**config.mk**
```make
export PLATFORM = sky130hd
export DESIGN_NAME = fcp_div_cell
export DESIGN_NICKNAME = d
export VERILOG_FILES = /design/src/rtl/fcp_pkg.sv /design/src/rtl/fcp_div_cell.sv
export SDC_FILE = /design/constraint.sdc
export NUM_CORES = 1
export LEC_CHECK = 0
export ABC_AREA = 1
export BUFFER_PORTS_ARGS = -buffer_cell sky130_fd_sc_hd__buf_2
export CAP_MARGIN = 20
export CORE_AREA = 2 2 245 247
export CTS_CLUSTER_DIAMETER = 120
export DETAILED_ROUTE_END_ITERATION = 10
export DIE_AREA = 0 0 247 249
export PLACE_DENSITY = 0.57
export SLEW_MARGIN = 10
export SYNTH_ARGS = -nofsm -noshare
export SYNTH_HDL_FRONTEND = slang
export SYNTH_SLANG_ARGS = --single-unit
```
**constraint.sdc**
```tcl
create_clock -name clk -period 20.3 [get_ports clk]
set_input_delay 1.015 -clock clk [delete_from_list [all_inputs] [get_ports clk]]
set_output_delay 1.015 -clock clk [all_outputs]
set_load 0.005 [all_outputs]
```
**src/rtl/fcp_pkg.sv**
```systemverilog
// Types, stage records and the divider step shared by the cone projection files.
package fcp_pkg;

  localparam int SqrtSteps = 32;
  localparam int DivSteps  = 31;
  localparam logic [30:0] LimitMax = 31'h7FFF_FFFF;

  typedef struct packed {
    logic [31:0] x;
    logic [31:0] y;
    logic [30:0] fz;
  } side_t;

  typedef struct packed {
    logic        valid;
    logic [63:0] v;
    logic [33:0] rem;
    logic [31:0] root;
    logic [30:0] limit;
    logic [31:0] ax;
    logic [31:0] ay;
    side_t       side;
  } sqrt_stage_t;

  typedef struct packed {
    logic [31:0] r;
    logic [30:0] n;
    logic [30:0] q;
  } div_lane_t;

  typedef struct packed {
    logic        valid;
    logic        scale;
    logic [31:0] d;
    div_lane_t   lx;
    div_lane_t   ly;
    side_t       side;
  } div_stage_t;

  function automatic div_lane_t div_step(div_lane_t l, logic [31:0] d);
    logic [32:0] t;
    div_lane_t   o;
    t = {l.r, l.n[30]};
    o.n = {l.n[29:0], 1'b0};
    if (t >= {1'b0, d}) begin
      o.r = 32'(t - {1'b0, d});
      o.q = {l.q[29:0], 1'b1};
    end else begin
      o.r = t[31:0];
      o.q = {l.q[29:0], 1'b0};
    end
    return o;
  endfunction

endpackage

```
**src/rtl/fcp_div_cell.sv**
```systemverilog
// One quotient bit for both tangential lanes per cell.
module fcp_div_cell
  import fcp_pkg::*;
(
  input  logic       clk,
  input  logic       rst,
  input  logic       en,
  input  div_stage_t d_in,
  output div_stage_t d_out
);

  div_stage_t nxt;

  always_comb begin
    nxt    = d_in;
    nxt.lx = div_step(d_in.lx, d_in.d);
    nxt.ly = div_step(d_in.ly, d_in.d);
  end

  always_ff @(posedge clk) begin
    if (rst) d_out.valid <= 1'b0;
    else if (en) d_out <= nxt;
  end

endmodule
```
==> impl_metrics.yaml <==
outcome:
  status: "finished, final reports clean"
flow_run:
  maxCapViolations: 0
floorplanning:
  start_util_pct: 27.1
  die-area_um2: 61500
  dieHeight_um: 249
  num_io_pins: 637
  die_x_um: 247
  row_count: 89
  core-area_um2: 58700
global_routing:
  grt_pass1_vias: 14172
  grt_pass1_wl_um: 100000
  grt_max_degree: 168
  overflow: 0
  track_usage_pct: 23.3
  grt_antenna_before_repair: 31
final_layout:
  syn_to_final_growth_pct: 33.8
  utilization_pct: 36.2
  nNetsFinal: 2749
  final_common_cell: "nand2_1"
  largest_reg_flops: 315
  fin_cells: 3177
  regMostFlops: "d_out"
  drive_gt1_share_pct: 30.3
  top_regs: "d_out: 315 flops"
  layout_common_cells: "659 x nand2_1, 632 x buf_2, 314 x edfxtp_1"
clock_network:
  cts_tree: "yes"
  clk_pin_slew_worst_paths_ps: 60
  ctsResizeCount: 0
  postCtsSetupBuffers: 0
  holdBufCountCts: 0
  numCtsBuffers: 38
  clkSinkCount: 315
  clk_latency_ps: 560
  cts.path.max_buffers: 3
  cts_root_buf: "clkbuf_16"
  h-tree-depth: 2
worst_setup_path:
  crit_path_max_incr_delay_ps: 770
  crit_buf_inv: 5
  path_cells: "buf_2 > inv_1 > ha_1 > nand2_1 > inv_1 > nand2_1 > nand2_1 > inv_1 > nand2_1 > inv_1 > nand2_1 > nand2_1 > nand4_2 > nand2_1 > nand2_1"
  cp_slowest_cell: "nand4_2"
  cp.arrival_ps: 3600
  cp_top_family: "simple AND/OR/NAND/NOR gates"
  crit_top_cell: "nand2_1"
  crit_path_max_fanout: 33
  endpoint_kind: "flop"
  required_ps: 20570
  crit_type: "input pin to flop"
  worst_setup_path_start_kind: "input pin"
drt:
  ant_nets: 0
  first_pass_iters: 5
  vias: 14059
  vias_per_cell: 4.43
  drt_wl_total_um: 73800
  wl_per_cell_um: 23.2
  post-route-drc-count: 0
  drtIter0Drc: 900
placed_design:
  dp_cells: 3096
  portBuffers: 632
  place.gp.congestion: 0.925
  dp_hpwl_um: 61900
synth:
  async_flop_share_pct: 0
  syn_inst: 1703
  synth_seq_cells: 315
  synth_edf_count: 314
  yosysSeqAreaShare_pct: 59.5
  yosys_most_used_dff: "edfxtp_1"
  syn_avg_cell_area_um2: 9.33
  synth_warnings: 0
  synth.cell_area_um2: 15900
  ys_types: 30
timing:
  finalCritPeriodShare_pct: 16.4
  fmax_mhz: 300
  tns_ps: 0
  period_minus_slack_ps: 3330
  rsz0062_at_grt: "no"
  hold_viol_final: 0
  worstMarginPinSlew_ps: 1070
  fin_skew_ps: 0
  maxSlewHeadroom_pct: 28.9
  finalSetupViolations: 0
  maxSlewViolCount: 0
  hold_slack_ps: 467
power:
  swShare_pct: 28.4
  p_int_mw: 1.31
  p_switching_mw: 0.518
  p_total_mw: 1.82
  ir_worst_vdd_v: 0.0000676
  power_frac_seq_pct: 43.4
  p_leak_nw: 10.7
  power.density_nw_per_um2: 85.8
  clkPwrFrac_pct: 38.8
  p_comb_share_pct: 17.8
min_path:
  hold_path.class: "flop to flop"
cells by family after synthesis:
family | Yosys count | share of synthesized area, %
flip-flops | 315 | 59.5
buffers and inverters | 328 | 8.23
XOR/XNOR | 28 | 1.54
other | 1 | 0.0236
AND/OR/NAND/NOR | 926 | 24.1
AO/OA/AOI/OAI | 39 | 1.28
adder cells (fa/ha/maj) | 66 | 5.29
routing by layer:
metal	global-route usage (%)	share of wire (%)
met5	0	0.19
met4	7.54	3.3
met3	5.45	7.5
met2	42.2	51
met1	26.7	38
synthesized netlist by cell type (2+ instances only):
master	n	area share, %
nand2_1	659	16
edfxtp_1	314	59
inv_1	307	7.3
nand3_1	120	3.8
nor2_1	82	1.9
ha_1	64	5.0
a21oi_1	36	1.1
xor2_1	26	1.4
nor3_1	21	0.66
nand2_2	13	0.51
buf_2	12	0.38
and2_1	8	0.32
nand4_1	8	0.32
buf_6	5	0.35
nand3_2	5	0.32
nand3b_1	4	0.19
buf_4	2	0.095
fa_1	2	0.25
nor3_4	2	0.20
o21bai_1	2	0.095
xnor2_1	2	0.11
per-stage QoR:
step           worst slack, ps  area, µm²
3_5_place_dp             16350      19900
4_1_cts                  16950      21200
2_1_floorplan             5070      15900
6_report                 16970      21200
5_1_grt                  16740      21200
3_3_place_gp             16360      19900
power by group through the flow:
stage          Clock, mW  Combinational [mW]  Sequential (mW)
3_3_place_gp           0               0.327            0.805
4_1_cts            0.729               0.330            0.792
5_1_grt            0.751               0.360            0.796
3_5_place_dp           0               0.328            0.804
6_report           0.708               0.324            0.792
2_1_floorplan          0               0.155            0.822
area by class of cell:
| class | count | area, µm² |
|---|---|---|
| fill | 6062 | 37400 |
| sequential | 315 | 9450 |
| multi-input combinational | 1061 | 5140 |
| tap | 773 | 967 |
| antenna | 13 | 32.5 |
| timing repair buffer | 639 | 3230 |
| clock inverter | 21 | 240 |
| inverter | 308 | 1160 |
| clock buffer | 47 | 1040 |
worst paths after layout:
check / endpoint / start / slack [ps] / depth (start not counted)
max: d_out[265] / d_in[299] / 16970 / 15
min: d_out[316] / d_out[316] / 470 / 2
max reg2reg: d_out[316] / d_out[316] / 19740 / 2
min reg2reg: d_out[316] / d_out[316] / 470 / 2
worst min-delay path, cell delays in order (launching register included):
cell,delay [ps]
dfxtp_1,310
nand2_1,60
a21oi_1,50
Note: power is estimated with default switching activity, not from simulation.
