==> src/rtl/fcp_pkg.sv <==
// Types, stage records and the divider step shared by the cone projection files.
package fcp_pkg;

  localparam int SqrtSteps = 32;
  localparam int DivSteps  = 31;
  localparam logic [30:0] LimitMax = 31'h7FFF_FFFF;

  typedef struct packed {
    logic [31:0] x;
    logic [31:0] y;
    logic [30:0] fz;
  } side_t;

  typedef struct packed {
    logic        valid;
    logic [63:0] v;
    logic [33:0] rem;
    logic [31:0] root;
    logic [30:0] limit;
    logic [31:0] ax;
    logic [31:0] ay;
    side_t       side;
  } sqrt_stage_t;

  typedef struct packed {
    logic [31:0] r;
    logic [30:0] n;
    logic [30:0] q;
  } div_lane_t;

  typedef struct packed {
    logic        valid;
    logic        scale;
    logic [31:0] d;
    div_lane_t   lx;
    div_lane_t   ly;
    side_t       side;
  } div_stage_t;

  function automatic div_lane_t div_step(div_lane_t l, logic [31:0] d);
    logic [32:0] t;
    div_lane_t   o;
    t = {l.r, l.n[30]};
    o.n = {l.n[29:0], 1'b0};
    if (t >= {1'b0, d}) begin
      o.r = 32'(t - {1'b0, d});
      o.q = {l.q[29:0], 1'b1};
    end else begin
      o.r = t[31:0];
      o.q = {l.q[29:0], 1'b0};
    end
    return o;
  endfunction

endpackage

==> src/rtl/fcp_sqrt_cell.sv <==
// One bit of the magnitude square root per cell.
module fcp_sqrt_cell
  import fcp_pkg::*;
(
  input  logic        clk,
  input  logic        rst,
  input  logic        en,
  input  sqrt_stage_t d_in,
  output sqrt_stage_t d_out
);

  logic [35:0] t;
  logic [35:0] trial;
  sqrt_stage_t nxt;

  always_comb begin
    t     = {d_in.rem, d_in.v[63:62]};
    trial = {2'b00, d_in.root, 2'b01};
    nxt   = d_in;
    nxt.v = {d_in.v[61:0], 2'b00};
    if (t >= trial) begin
      nxt.rem  = 34'(t - trial);
      nxt.root = {d_in.root[30:0], 1'b1};
    end else begin
      nxt.rem  = t[33:0];
      nxt.root = {d_in.root[30:0], 1'b0};
    end
  end

  always_ff @(posedge clk) begin
    if (rst) d_out.valid <= 1'b0;
    else if (en) d_out <= nxt;
  end

endmodule

==> config.mk <==
export PLATFORM = sky130hd
export DESIGN_NAME = fcp_sqrt_cell
export DESIGN_NICKNAME = d
export VERILOG_FILES = /design/src/rtl/fcp_pkg.sv /design/src/rtl/fcp_sqrt_cell.sv
export SDC_FILE = /design/constraint.sdc
export NUM_CORES = 1
export LEC_CHECK = 0
export BUFFER_PORTS_ARGS = -buffer_cell sky130_fd_sc_hd__buf_2
export CAP_MARGIN = 20
export CELL_PAD_IN_SITES_DETAIL_PLACEMENT = 1
export CELL_PAD_IN_SITES_GLOBAL_PLACEMENT = 1
export CORE_AREA = 8 8 244 246
export CTS_BUF_LIST = sky130_fd_sc_hd__clkbuf_4
export DETAILED_ROUTE_END_ITERATION = 12
export DIE_AREA = 0 0 252 254
export PLACE_DENSITY_LB_ADDON = 0.2
export SETUP_SLACK_MARGIN = 0.15
export SKIP_CTS_REPAIR_TIMING = 1
export SLEW_MARGIN = 20
export SYNTH_ARGS = -nofsm -noshare
export SYNTH_HDL_FRONTEND = slang
export SYNTH_SLANG_ARGS = --single-unit
==> constraint.sdc <==
create_clock -name clk -period 18.4 [get_ports clk]
set_input_delay 3.68 -clock clk [delete_from_list [all_inputs] [get_ports clk]]
set_output_delay 3.68 -clock clk [all_outputs]
set_load 0.02 [all_outputs]
==> results of run 1 <==
[synthesized netlist by cell type (2+ instances only)]
cell type | instances | area [µm²]
a21boi_0 | 2 | 15.01
a21o_1 | 21 | 157.7
a21oi_1 | 26 | 130.1
a311oi_4 | 2 | 52.55
a31o_1 | 2 | 17.52
a31oi_1 | 5 | 31.28
and2_1 | 6 | 37.54
and3_1 | 9 | 56.30
buf_2 | 6 | 30.03
buf_4 | 3 | 22.52
clkbuf_1 | 5 | 18.77
edfxtp_1 | 318 | 9549
ha_1 | 34 | 425.4
inv_1 | 41 | 153.9
mux2_1 | 3 | 33.78
mux2i_1 | 4 | 40.04
nand2_1 | 48 | 180.2
nand2b_1 | 6 | 37.54
nand3_1 | 4 | 20.02
nand4_1 | 7 | 43.79
nor2_1 | 15 | 56.30
nor2b_1 | 3 | 18.77
nor3_1 | 8 | 40.04
o211ai_1 | 3 | 22.52
o21ai_0 | 12 | 60.06
o21ai_1 | 31 | 155.2
o221ai_1 | 2 | 17.52
o31a_1 | 2 | 17.52
o31ai_1 | 3 | 22.52
o41ai_1 | 3 | 26.28
xnor2_1 | 12 | 105.1
xor2_1 | 16 | 140.1
[metal layers]
layer / wire length [µm] / global-route usage, %
met4: 2261 / 7.142
met1: 17380 / 14.63
met3: 5537 / 8.344
met5: 205 / 0
met2: 29310 / 29.80
[power groups by stage]
stage	clock network (mW)	registers, mW	logic (mW)
2_1_floorplan	0	0.966	0.0793
3_3_place_gp	0	0.889	0.281
3_5_place_dp	0	0.890	0.283
4_1_cts	0.690	0.875	0.284
5_1_grt	0.720	0.880	0.296
6_report	0.650	0.875	0.275
[per-stage QoR]
stage / util, % / total power, mW / area, µm²
floorplan: - / 1.045 / 11970
global placement: 28.90 / 1.170 / 16110
detailed placement: 28.90 / 1.173 / 16110
CTS: 30.92 / 1.849 / 17230
global route: 30.95 / 1.895 / 17250
finish: 31.02 / 1.800 / 17290
[path summary, 6_finish.rpt]
| check | start | to | slack [ps] | cells after the start |
|---|---|---|---|---|
| min | d_out[320] | d_out[320] | 490 | 2 |
| max reg2reg | d_out[320] | d_out[320] | 17830 | 2 |
| min reg2reg | d_out[320] | d_out[320] | 490 | 2 |
| max | d_in[197] | d_out[249] | 12100 | 11 |
[layout by cell type (no fill, tap or decap), types with 6 or more instances in the layout]
| cell type | instances |
|---|---|
| a21o_1 | 21 |
| a21oi_1 | 26 |
| and2_1 | 6 |
| and3_1 | 9 |
| buf_2 | 642 |
| clkbuf_4 | 137 |
| clkinv_1 | 8 |
| diode_2 | 21 |
| edfxtp_1 | 318 |
| ha_1 | 34 |
| inv_1 | 41 |
| nand2_1 | 48 |
| nand2b_1 | 6 |
| nand4_1 | 7 |
| nor2_1 | 15 |
| nor3_1 | 8 |
| o21ai_0 | 12 |
| o21ai_1 | 31 |
| xnor2_1 | 12 |
| xor2_1 | 16 |
[worst reg2reg max path, stage by stage, from the launching register on]
cell and delay [ps]:
dfxtp_1 310, mux2i_1 120, nor2_1 50
[cells by family after synthesis]
logic type | Yosys count | share of synthesized area [%]
buffers and inverters | 56 | 1.914
multiplexers | 7 | 0.6170
AO/OA/AOI/OAI | 129 | 7.215
other | 1 | 0.03134
XOR/XNOR | 28 | 2.050
AND/OR/NAND/NOR | 114 | 4.643
flip-flops | 319 | 79.97
adder cells (fa/ha/maj) | 34 | 3.555
[area by class of cell]
| cell class | instances | area share (%) |
|---|---|---|
| Clock buffer | 137 | 5.950 |
| Inverter | 42 | 0.9120 |
| Clock inverter | 16 | 0.5646 |
| Multi-Input combinational cell | 314 | 12.61 |
| Antenna cell | 21 | 0.3040 |
| Timing Repair Buffer | 646 | 18.83 |
| Sequential cell | 319 | 55.36 |
| Tap cell | 756 | 5.472 |
==> flow_summary_export.csv, run 1 <==
group,metric,value,unit
sta,finalSetupTns,0,ps
power_and_ir_drop,switchingPower,0.5053,mW
routing,viasPerCell,4.056,
sta,fmax,158.6,MHz
sta,slew_violations,0,
placed_design,hpwl,44740,µm
layout,area_growth,44.47,%
critical_path,worst_path_largest_cell_delay,510,ps
sta,min_period,6304,ps
routing,drt_iter0_markers,422,
sta,hold_slack,494.6,ps
die,start_util,21.47,%
global_routing,antenna_found_initial,33,
sta,hold_viol,0,
synthesis,avgSynthCellArea,17.39,µm²
layout,stdcell_count,2251,
power_and_ir_drop,p_leak,7.416,nW
die,num_rows,87,
sta,clock_skew,0,ps
global_routing,grt-ovfl-total,0,
sta,setup_viol,0,
cts,cts.path.max_buffers,3,
power_and_ir_drop,power_density,104.1,nW/µm²
sta,min_period_over_period,34.26,%
power_and_ir_drop,internal-power,1.295,mW
die,die_height,254,µm
critical_path,path_max_fanout,52,
cts,clkTransAtPathRegs,60,ps
placed_design,place.gp.congestion,0.8734,
sta,relSlewSlack,27.07,%
layout,drive_gt1_share,54.41,%
routing,antenna_left,0,
layout,regArea,9569,µm²
critical_path,critPathLaunchType,"input pin",
layout,largest_register_ffs,319,
global_routing,grt_pass1_vias,9534,
sta,rsz0062_at_grt,"false",
layout,reg_top3,"d_out (319)",
synthesis,yosysUniqueCellTypes,58,
placed_design,pre_cts_slack,11220,ps
cts,htree_levels,3,
synthesis,netlist_area,11970,µm²
layout,multi_input_area,2180,µm²
layout,regMostFlops,"d_out",
power_and_ir_drop,ir_drop,0.03441,mV
global_routing,grt_pass1_wl,73180,µm
critical_path,path_buf_inv,4,
cts,cts-root-buf,"clkbuf_4",
job,cap_viol_max_count,0,
cts,cts.sinks,319,
critical_path,cp-end-kind,"flip-flop",
placed_design,io_buffers,642,
layout,n_fill_cell,6238,
critical_path,worstSetupPathType,"input pin to flip-flop",
synthesis,ys_async_sr_fraction,0,%
cts,worstSkewPairLatency,740,ps
global_routing,grt_max_degree,174,
routing,via_count,9129,
synthesis,synth-main-ff-cell,"edfxtp_1",
critical_path,path_cells,"buf_2, inv_1, ha_1, a21o_1, o41ai_1, o211ai_1, a211oi_1, o21a_2, buf_4, inv_2, mux2_1",
critical_path,crit_arrival,6810,ps
routing,avgRoutedWirePerCell,24.30,µm
die,core_area,55730,µm²
power_and_ir_drop,clock_power_share,36.1,%
run_status,status,"finished, final reports clean",
sta,layout_setup_ws,12100,ps
synthesis,synth-edff-count,318,
sta,worst_pin_slew,1094,ps
cts,cts_buffers,91,
power_and_ir_drop,sw_frac_of_total,28.07,%
routing,firstDrtPassIters,4,
synthesis,yosysSeqAreaShare,79.97,%
die,design.die.area,64010,µm²
critical_path,cp_top_family,"compound AO/OA/AOI/OAI gates",
die,io_pins,645,
placed_design,numPlacedInstances,2077,
routing,route.detailed.drc,0,
worst_hold_path,hp-class,"flip-flop to flip-flop",
synthesis,ys_warn_count,0,
critical_path,required,18910,ps
critical_path,slowest_stage,"buf_4",
global_routing,grtUsageTotal,16.16,%
layout,nNetsFinal,1772,
routing,wl,54690,µm
cts,cts_tree,"done",
synthesis,ys_ff_latch,319,
power_and_ir_drop,pwr-share-comb,15.3,%
power_and_ir_drop,pwr-share-seq,48.6,%
die,die_x,252,µm
synthesis,synth_cells,688,
Note: power is estimated with default switching activity, not from simulation.
==> run 2: changes to the inputs <==
- clock period: 18.4 -> 5.46 ns (I/O delays scaled with it)
==> run 2 against run 1 <==
  * Clock power grew to 3.5 times the previous value
  * Non-clock buffer count up 1
  * First-iteration DRC count grew 0.24%
  * Combinational power rose to 3.4 times the previous value
  * Sequential share of layout area down 0.18 points
  * Sequential power grew to 3.4 times the previous value
  * Final cell count grew 0.18%
==> flow_summary_export.csv, run 2 (synthesis gave the netlist of run 1 again) <==
group,metric,value,unit
critical_path,crit_end,"d_out[249]",
job,cap_viol_max_count,0,
critical_path,required,5960,ps
global_routing,use_met3,7.883,%
global_routing,met2_usage,30.06,%
layout,stdcell_count,2255,
cts,cts_tree,"done",
global_routing,grt_max_degree,133,
power_and_ir_drop,clock_power_share,36.7,%
global_routing,grtUsageMet1,14.36,%
layout,final_common_cell,"buf_2",
sta,finalSetupTns,0,ps
layout,regMostFlops,"d_out",
global_routing,antenna_found_initial,31,
placed_design,pre_cts_slack,1126,ps
sta,min_period,3499,ps
layout,n_fill_cell,6254,
cts,cts.path.max_buffers,3,
critical_path,r2r-end,"d_out[320]",
die,num_rows,87,
cts,cts.sinks,319,
critical_path,path_max_fanout,30,
layout,utilization,31.12,%
critical_path,reg2reg_depth,2,
critical_path,r2r_start,"d_out[320]",
sta,relSlewSlack,39.69,%
power_and_ir_drop,internal-power,4.375,mW
power_and_ir_drop,switchingPower,1.748,mW
worst_hold_path,hp-class,"input pin to flip-flop",
routing,wl,55070,µm
cts,cts-root-buf,"clkbuf_4",
placed_design,place.gp.congestion,0.8750,
die,design.die.area,64010,µm²
die,die_x,252,µm
sta,clock_skew,0,ps
global_routing,gr-max-usage-layer,"met2",
sta,min_period_over_period,64.09,%
cts,htree_levels,3,
placed_design,numPlacedInstances,2078,
global_routing,grt-ovfl-total,0,
global_routing,grt_pass1_wl,74060,µm
sta,worst_pin_slew,904.7,ps
routing,drt_iter0_markers,423,
routing,firstDrtPassIters,4,
die,start_util,21.47,%
layout,final_cell_mix,"buf_2 (642), edfxtp_1 (318), clkbuf_4 (137), nand2_1 (48), inv_1 (41)",
die,core_area,55730,µm²
global_routing,grtUsageTotal,16.24,%
sta,slew_violations,0,
sta,setup_viol,0,
power_and_ir_drop,pwr-share-seq,48.1,%
critical_path,cp-end-kind,"flip-flop",
die,io_pins,645,
critical_path,critPathLaunchType,"input pin",
critical_path,reg2reg_slack,4880,ps
routing,antenna_left,0,
global_routing,grt_pass1_vias,9963,
routing,route.detailed.drc,0,
layout,reg_top3,"d_out (319)",
layout,drive_gt1_share,54.10,%
sta,layout_setup_ws,1961,ps
sta,rsz0062_at_grt,"false",
critical_path,crit_arrival,4000,ps
power_and_ir_drop,ir_drop,0.1226,mV
critical_path,critPathLaunch,"d_in[197]",
critical_path,worstSetupPathType,"input pin to flip-flop",
cts,worstSkewPairLatency,800,ps
power_and_ir_drop,pwr-share-comb,15.2,%
layout,nNetsFinal,1775,
layout,largest_register_ffs,319,
worst_hold_path,hp-start,"d_in[38]",
run_status,status,"finished, final reports clean",
layout,area_growth,44.95,%
routing,viasPerCell,4.119,
routing,via_count,9289,
power_and_ir_drop,power_density,353.0,nW/µm²
sta,fmax,285.8,MHz
power_and_ir_drop,sw_frac_of_total,28.54,%
die,die_height,254,µm
placed_design,hpwl,44670,µm
cts,cts_buffers,93,
power_and_ir_drop,p_leak,7.440,nW
cts,clkTransAtPathRegs,70,ps
placed_design,io_buffers,642,
sta,hold_viol,0,
routing,avgRoutedWirePerCell,24.42,µm
sta,hold_slack,462.3,ps
[run 2: cell types whose count changed in the layout (fill, tap and decap cells not counted)]
cell / change
inv_6: -1
clkinv_8: +1
buf_4: -1
clkinv_4: -1
clkinv_1: +10
clkinvlp_4: +2
diode_2: -8
clkinv_2: +1
buf_12: +2
inv_8: -1
[run 2: per-stage QoR]
step / instance area (µm²) / power, mW
global route: 17320 / 6.446
detailed placement: 16140 / 3.952
floorplan: 11980 / 3.509
CTS: 17310 / 6.283
finish: 17340 / 6.123
global placement: 16140 / 3.940
[run 2: worst min-delay path by stage]
stage / slack (ps) / cells past startpoint / endpoint
finish: 460 / 1 / d_out[38]
global route: 350 / 1 / d_out[300]
global placement: 480 / 2 / d_out[320]
detailed placement: 500 / 2 / d_out[320]
floorplan: 580 / 2 / d_out[320]
CTS: 310 / 1 / d_out[133]
[run 2: final cells by class]
cell class	count	area, µm²	area share (%)
antenna	13	32.53	0.1876
clock buffer	137	1028	5.930
clock inverter	27	142.6	0.8224
inverter	42	157.7	0.9090
multi-input combinational	314	2180	12.57
sequential	319	9569	55.17
tap	756	945.9	5.454
timing repair buffer	647	3288	18.96
[run 2: routing by layer]
layer  part of all wire, %  vias to the layer above
li1                      -                     4166
met1                    32                     4510
met2                    53                      451
met3                    10                      132
met4                   4.6                       30
met5                  0.37                        -
[run 2: critical path, stage by stage]
cell	delay, ps
buf_2	90
inv_1	40
ha_1	380
a21o_1	240
o41ai_1	450
o211ai_1	300
a211oi_1	310
o21a_2	600
inv_2	140
mux2_1	330
[run 2: power by group through the flow]
stage	Combinational (mW)	Clock, mW	Sequential [mW]
after floorplan	0.267	0	3.24
after global placement	0.946	0	2.99
after detailed placement	0.954	0	3.00
after CTS	0.958	2.38	2.95
after global routing	1.00	2.48	2.96
final	0.930	2.25	2.95
==> run 3: changes to the inputs <==
- ABC_AREA: default -> 1
- CORE_AREA: 8 8 244 246 -> 8 8 247 249
- DIE_AREA: 0 0 252 254 -> 0 0 255 257
- clock period: 5.46 -> 2.95 ns (I/O delays scaled with it)
==> run 3 against run 2 <==
  * Core utilization grew 5.7 points
  * Synthesized area increased by 5.8%
  * Clock power grew 84%
  * Non-clock buffer count is 292 higher
  * Hold slack worse by 360 ps
  * Die area increased by 2.4%
  * Sequential share of layout area decreased by 9.6 points
  * Clock-buffer cell count fell by 3
  * Combinational power increased by 140%
  * Setup slack worse by 1600 ps
  * Final cell count increased by 26%
  * Largest power group unchanged
==> flow_summary_export.csv, run 3 <==
group,metric,value,unit
run_status,status,"finished, final reports clean",
layout,final_cell_mix,"buf_2 (642), edfxtp_1 (318), nand2_1 (285), dlygate4sd3_1 (284), inv_1 (139)",
critical_path,worst_path_largest_cell_delay,530,ps
layout,nNetsFinal,2354,
cts,clkTransAtPathRegs,60,ps
sta,finalSetupTns,0,ps
routing,antenna_left,0,
global_routing,grt_pass1_vias,11120,
global_routing,grt-ovfl-total,0,
critical_path,slowest_stage,"dlygate4sd3_1",
layout,postLayoutCellArea,20980,µm²
critical_path,path_max_fanout,33,
global_routing,grt_max_degree,106,
cts,cts.path.max_buffers,3,
layout,stdcell_count,2847,
worst_hold_path,hp-class,"input pin to flip-flop",
layout,final_common_cell,"buf_2",
die,num_rows,88,
sta,hold_slack,100.3,ps
routing,firstDrtPassIters,6,
synthesis,ys_async_sr_fraction,0,%
placed_design,place.gp.congestion,0.8647,
synthesis,synth_top_cell_by_area,"edfxtp_1",
die,start_util,22.21,%
critical_path,required,3480,ps
sta,layout_setup_ws,339.2,ps
placed_design,pre_cts_slack,60.21,ps
routing,via_count,11460,
layout,utilization,36.78,%
sta,min_period_over_period,88.50,%
synthesis,synth-main-ff-cell,"edfxtp_1",
placed_design,hpwl,50050,µm
cts,cts-root-buf,"clkbuf_4",
layout,largest_register_ffs,319,
job,cap_viol_max_count,0,
placed_design,io_buffers,642,
synthesis,netlist_area,12660,µm²
critical_path,crit_arrival,3140,ps
synthesis,ys_top_cells_by_count,"edfxtp_1 (318), nand2_1 (285), inv_1 (140)",
sta,setup_viol,0,
sta,fmax,383.0,MHz
synthesis,yosysUniqueCellTypes,26,
routing,wl,65140,µm
cts,worstSkewPairLatency,780,ps
global_routing,grtUsageTotal,17.59,%
die,die_height,257,µm
layout,regMostFlops,"d_out",
synthesis,synth-edff-count,318,
synthesis,avgSynthCellArea,13.04,µm²
critical_path,crit_top_cell,"nand2_1",
critical_path,worstSetupPathType,"input pin to flip-flop",
global_routing,antenna_found_initial,23,
layout,area_growth,65.62,%
sta,worst_pin_slew,647.3,ps
critical_path,cp-end-kind,"flip-flop",
critical_path,path_buf_inv,4,
global_routing,grt_pass1_wl,81420,µm
cts,cts.sinks,319,
power_and_ir_drop,p_leak,9.540,nW
die,core_area,57030,µm²
synthesis,ys_ff_latch,319,
routing,viasPerCell,4.025,
routing,route.detailed.drc,0,
die,die_x,255,µm
sta,clock_skew,0,ps
critical_path,cp_top_family,"simple AND/OR/NAND/NOR gates",
sta,hold_viol,0,
synthesis,yosysMostFrequentCell,"edfxtp_1",
synthesis,synth_area_leaders,"edfxtp_1 (75%), nand2_1 (8.4%), inv_1 (4.1%), ha_1 (3.4%), nor2_1 (1.6%)",
cts,cts_buffers,91,
sta,rsz0062_at_grt,"false",
layout,regArea,9569,µm²
routing,avgRoutedWirePerCell,22.88,µm
sta,min_period,2611,ps
cts,htree_levels,3,
layout,reg_top3,"d_out (319)",
die,io_pins,645,
critical_path,critPathLaunchType,"input pin",
power_and_ir_drop,ir_drop,0.2326,mV
layout,multi_input_area,2504,µm²
sta,relSlewSlack,56.85,%
synthesis,synth_cells,971,
layout,drive_gt1_share,39.76,%
layout,n_fill_cell,6520,
die,design.die.area,65540,µm²
critical_path,path_cells,"dlygate4sd3_1, buf_2, inv_1, ha_1, nand2_1, nor2_1, nand2_1, nor2_1, nand2_1, a21oi_2, nor2_2, nand2_8, inv_4, nand2_1, nand2_1",
synthesis,ys_warn_count,0,
synthesis,yosysSeqAreaShare,75.56,%
synthesis,synth_top_cell_area_share,75.40,%
sta,slew_violations,0,
power_and_ir_drop,finalPower,11.80,mW
placed_design,dpl-instance-area,16960,µm²
placed_design,numPlacedInstances,2384,
cts,cts_tree,"done",
power_and_ir_drop,power_density,562.5,nW/µm²
routing,drt_iter0_markers,498,
-- run 3: cell count changes after synthesis, moves of 9 or more --
| cell | previous run | this run |
|---|---|---|
| o21ai_1 | 31 | 0 |
| nor2_1 | 15 | 54 |
| nand2_1 | 48 | 285 |
| inv_1 | 41 | 140 |
| xnor2_1 | 12 | 3 |
| a21o_1 | 21 | 0 |
| nand3_1 | 4 | 38 |
| and3_1 | 9 | 0 |
-- run 3: logic make-up after synthesis --
group / share of synthesized area, %
xor+xnor: 1.245
other cells: 0.02961
flops: 75.56
simple gates: 13.21
buf+inv: 4.762
compound gates: 1.838
fa+ha+maj: 3.359
-- run 3: layout make-up --
type	count	share of cell area (%)
flip-flops and latches	319	45.62
inverters	141	2.595
multi-input cells	504	11.94
diodes	22	0.2625
clock buffers	134	4.796
well taps	765	4.563
clock inverters	23	0.5309
repair buffers	939	29.69
-- run 3: path summary, 6_finish.rpt --
kind | to | cells after the start | start | slack, ps
worst max register to register | d_out[320] | 3 | d_out[320] | 1840
worst min-delay path | d_out[207] | 1 | d_in[206] | 100
worst min register to register | d_out[320] | 3 | d_out[320] | 1020
worst max-delay path | d_out[236] | 15 | d_in[203] | 340
-- run 3: power by group --
part,internal (mW),switching (mW)
logic,0.837,1.36
clock network,2.08,2.07
registers,5.37,0.0904
-- run 3: per-layer routing --
layer	share of wire, %	routed length [µm]	vias to the layer above	global-route usage (%)
li1	-	-	5396	-
met1	36	23420	5487	16.34
met2	52	34010	452	31.87
met3	7.8	5064	118	8.286
met4	4.0	2596	6	8.580
met5	0.063	41	-	0
-- run 3: worst register-to-register path, stage by stage (launching register included) --
cell	delay [ps]
dfxtp_1	330
nand2_1	60
a21oi_1	120
dlygate4sd3_1	550
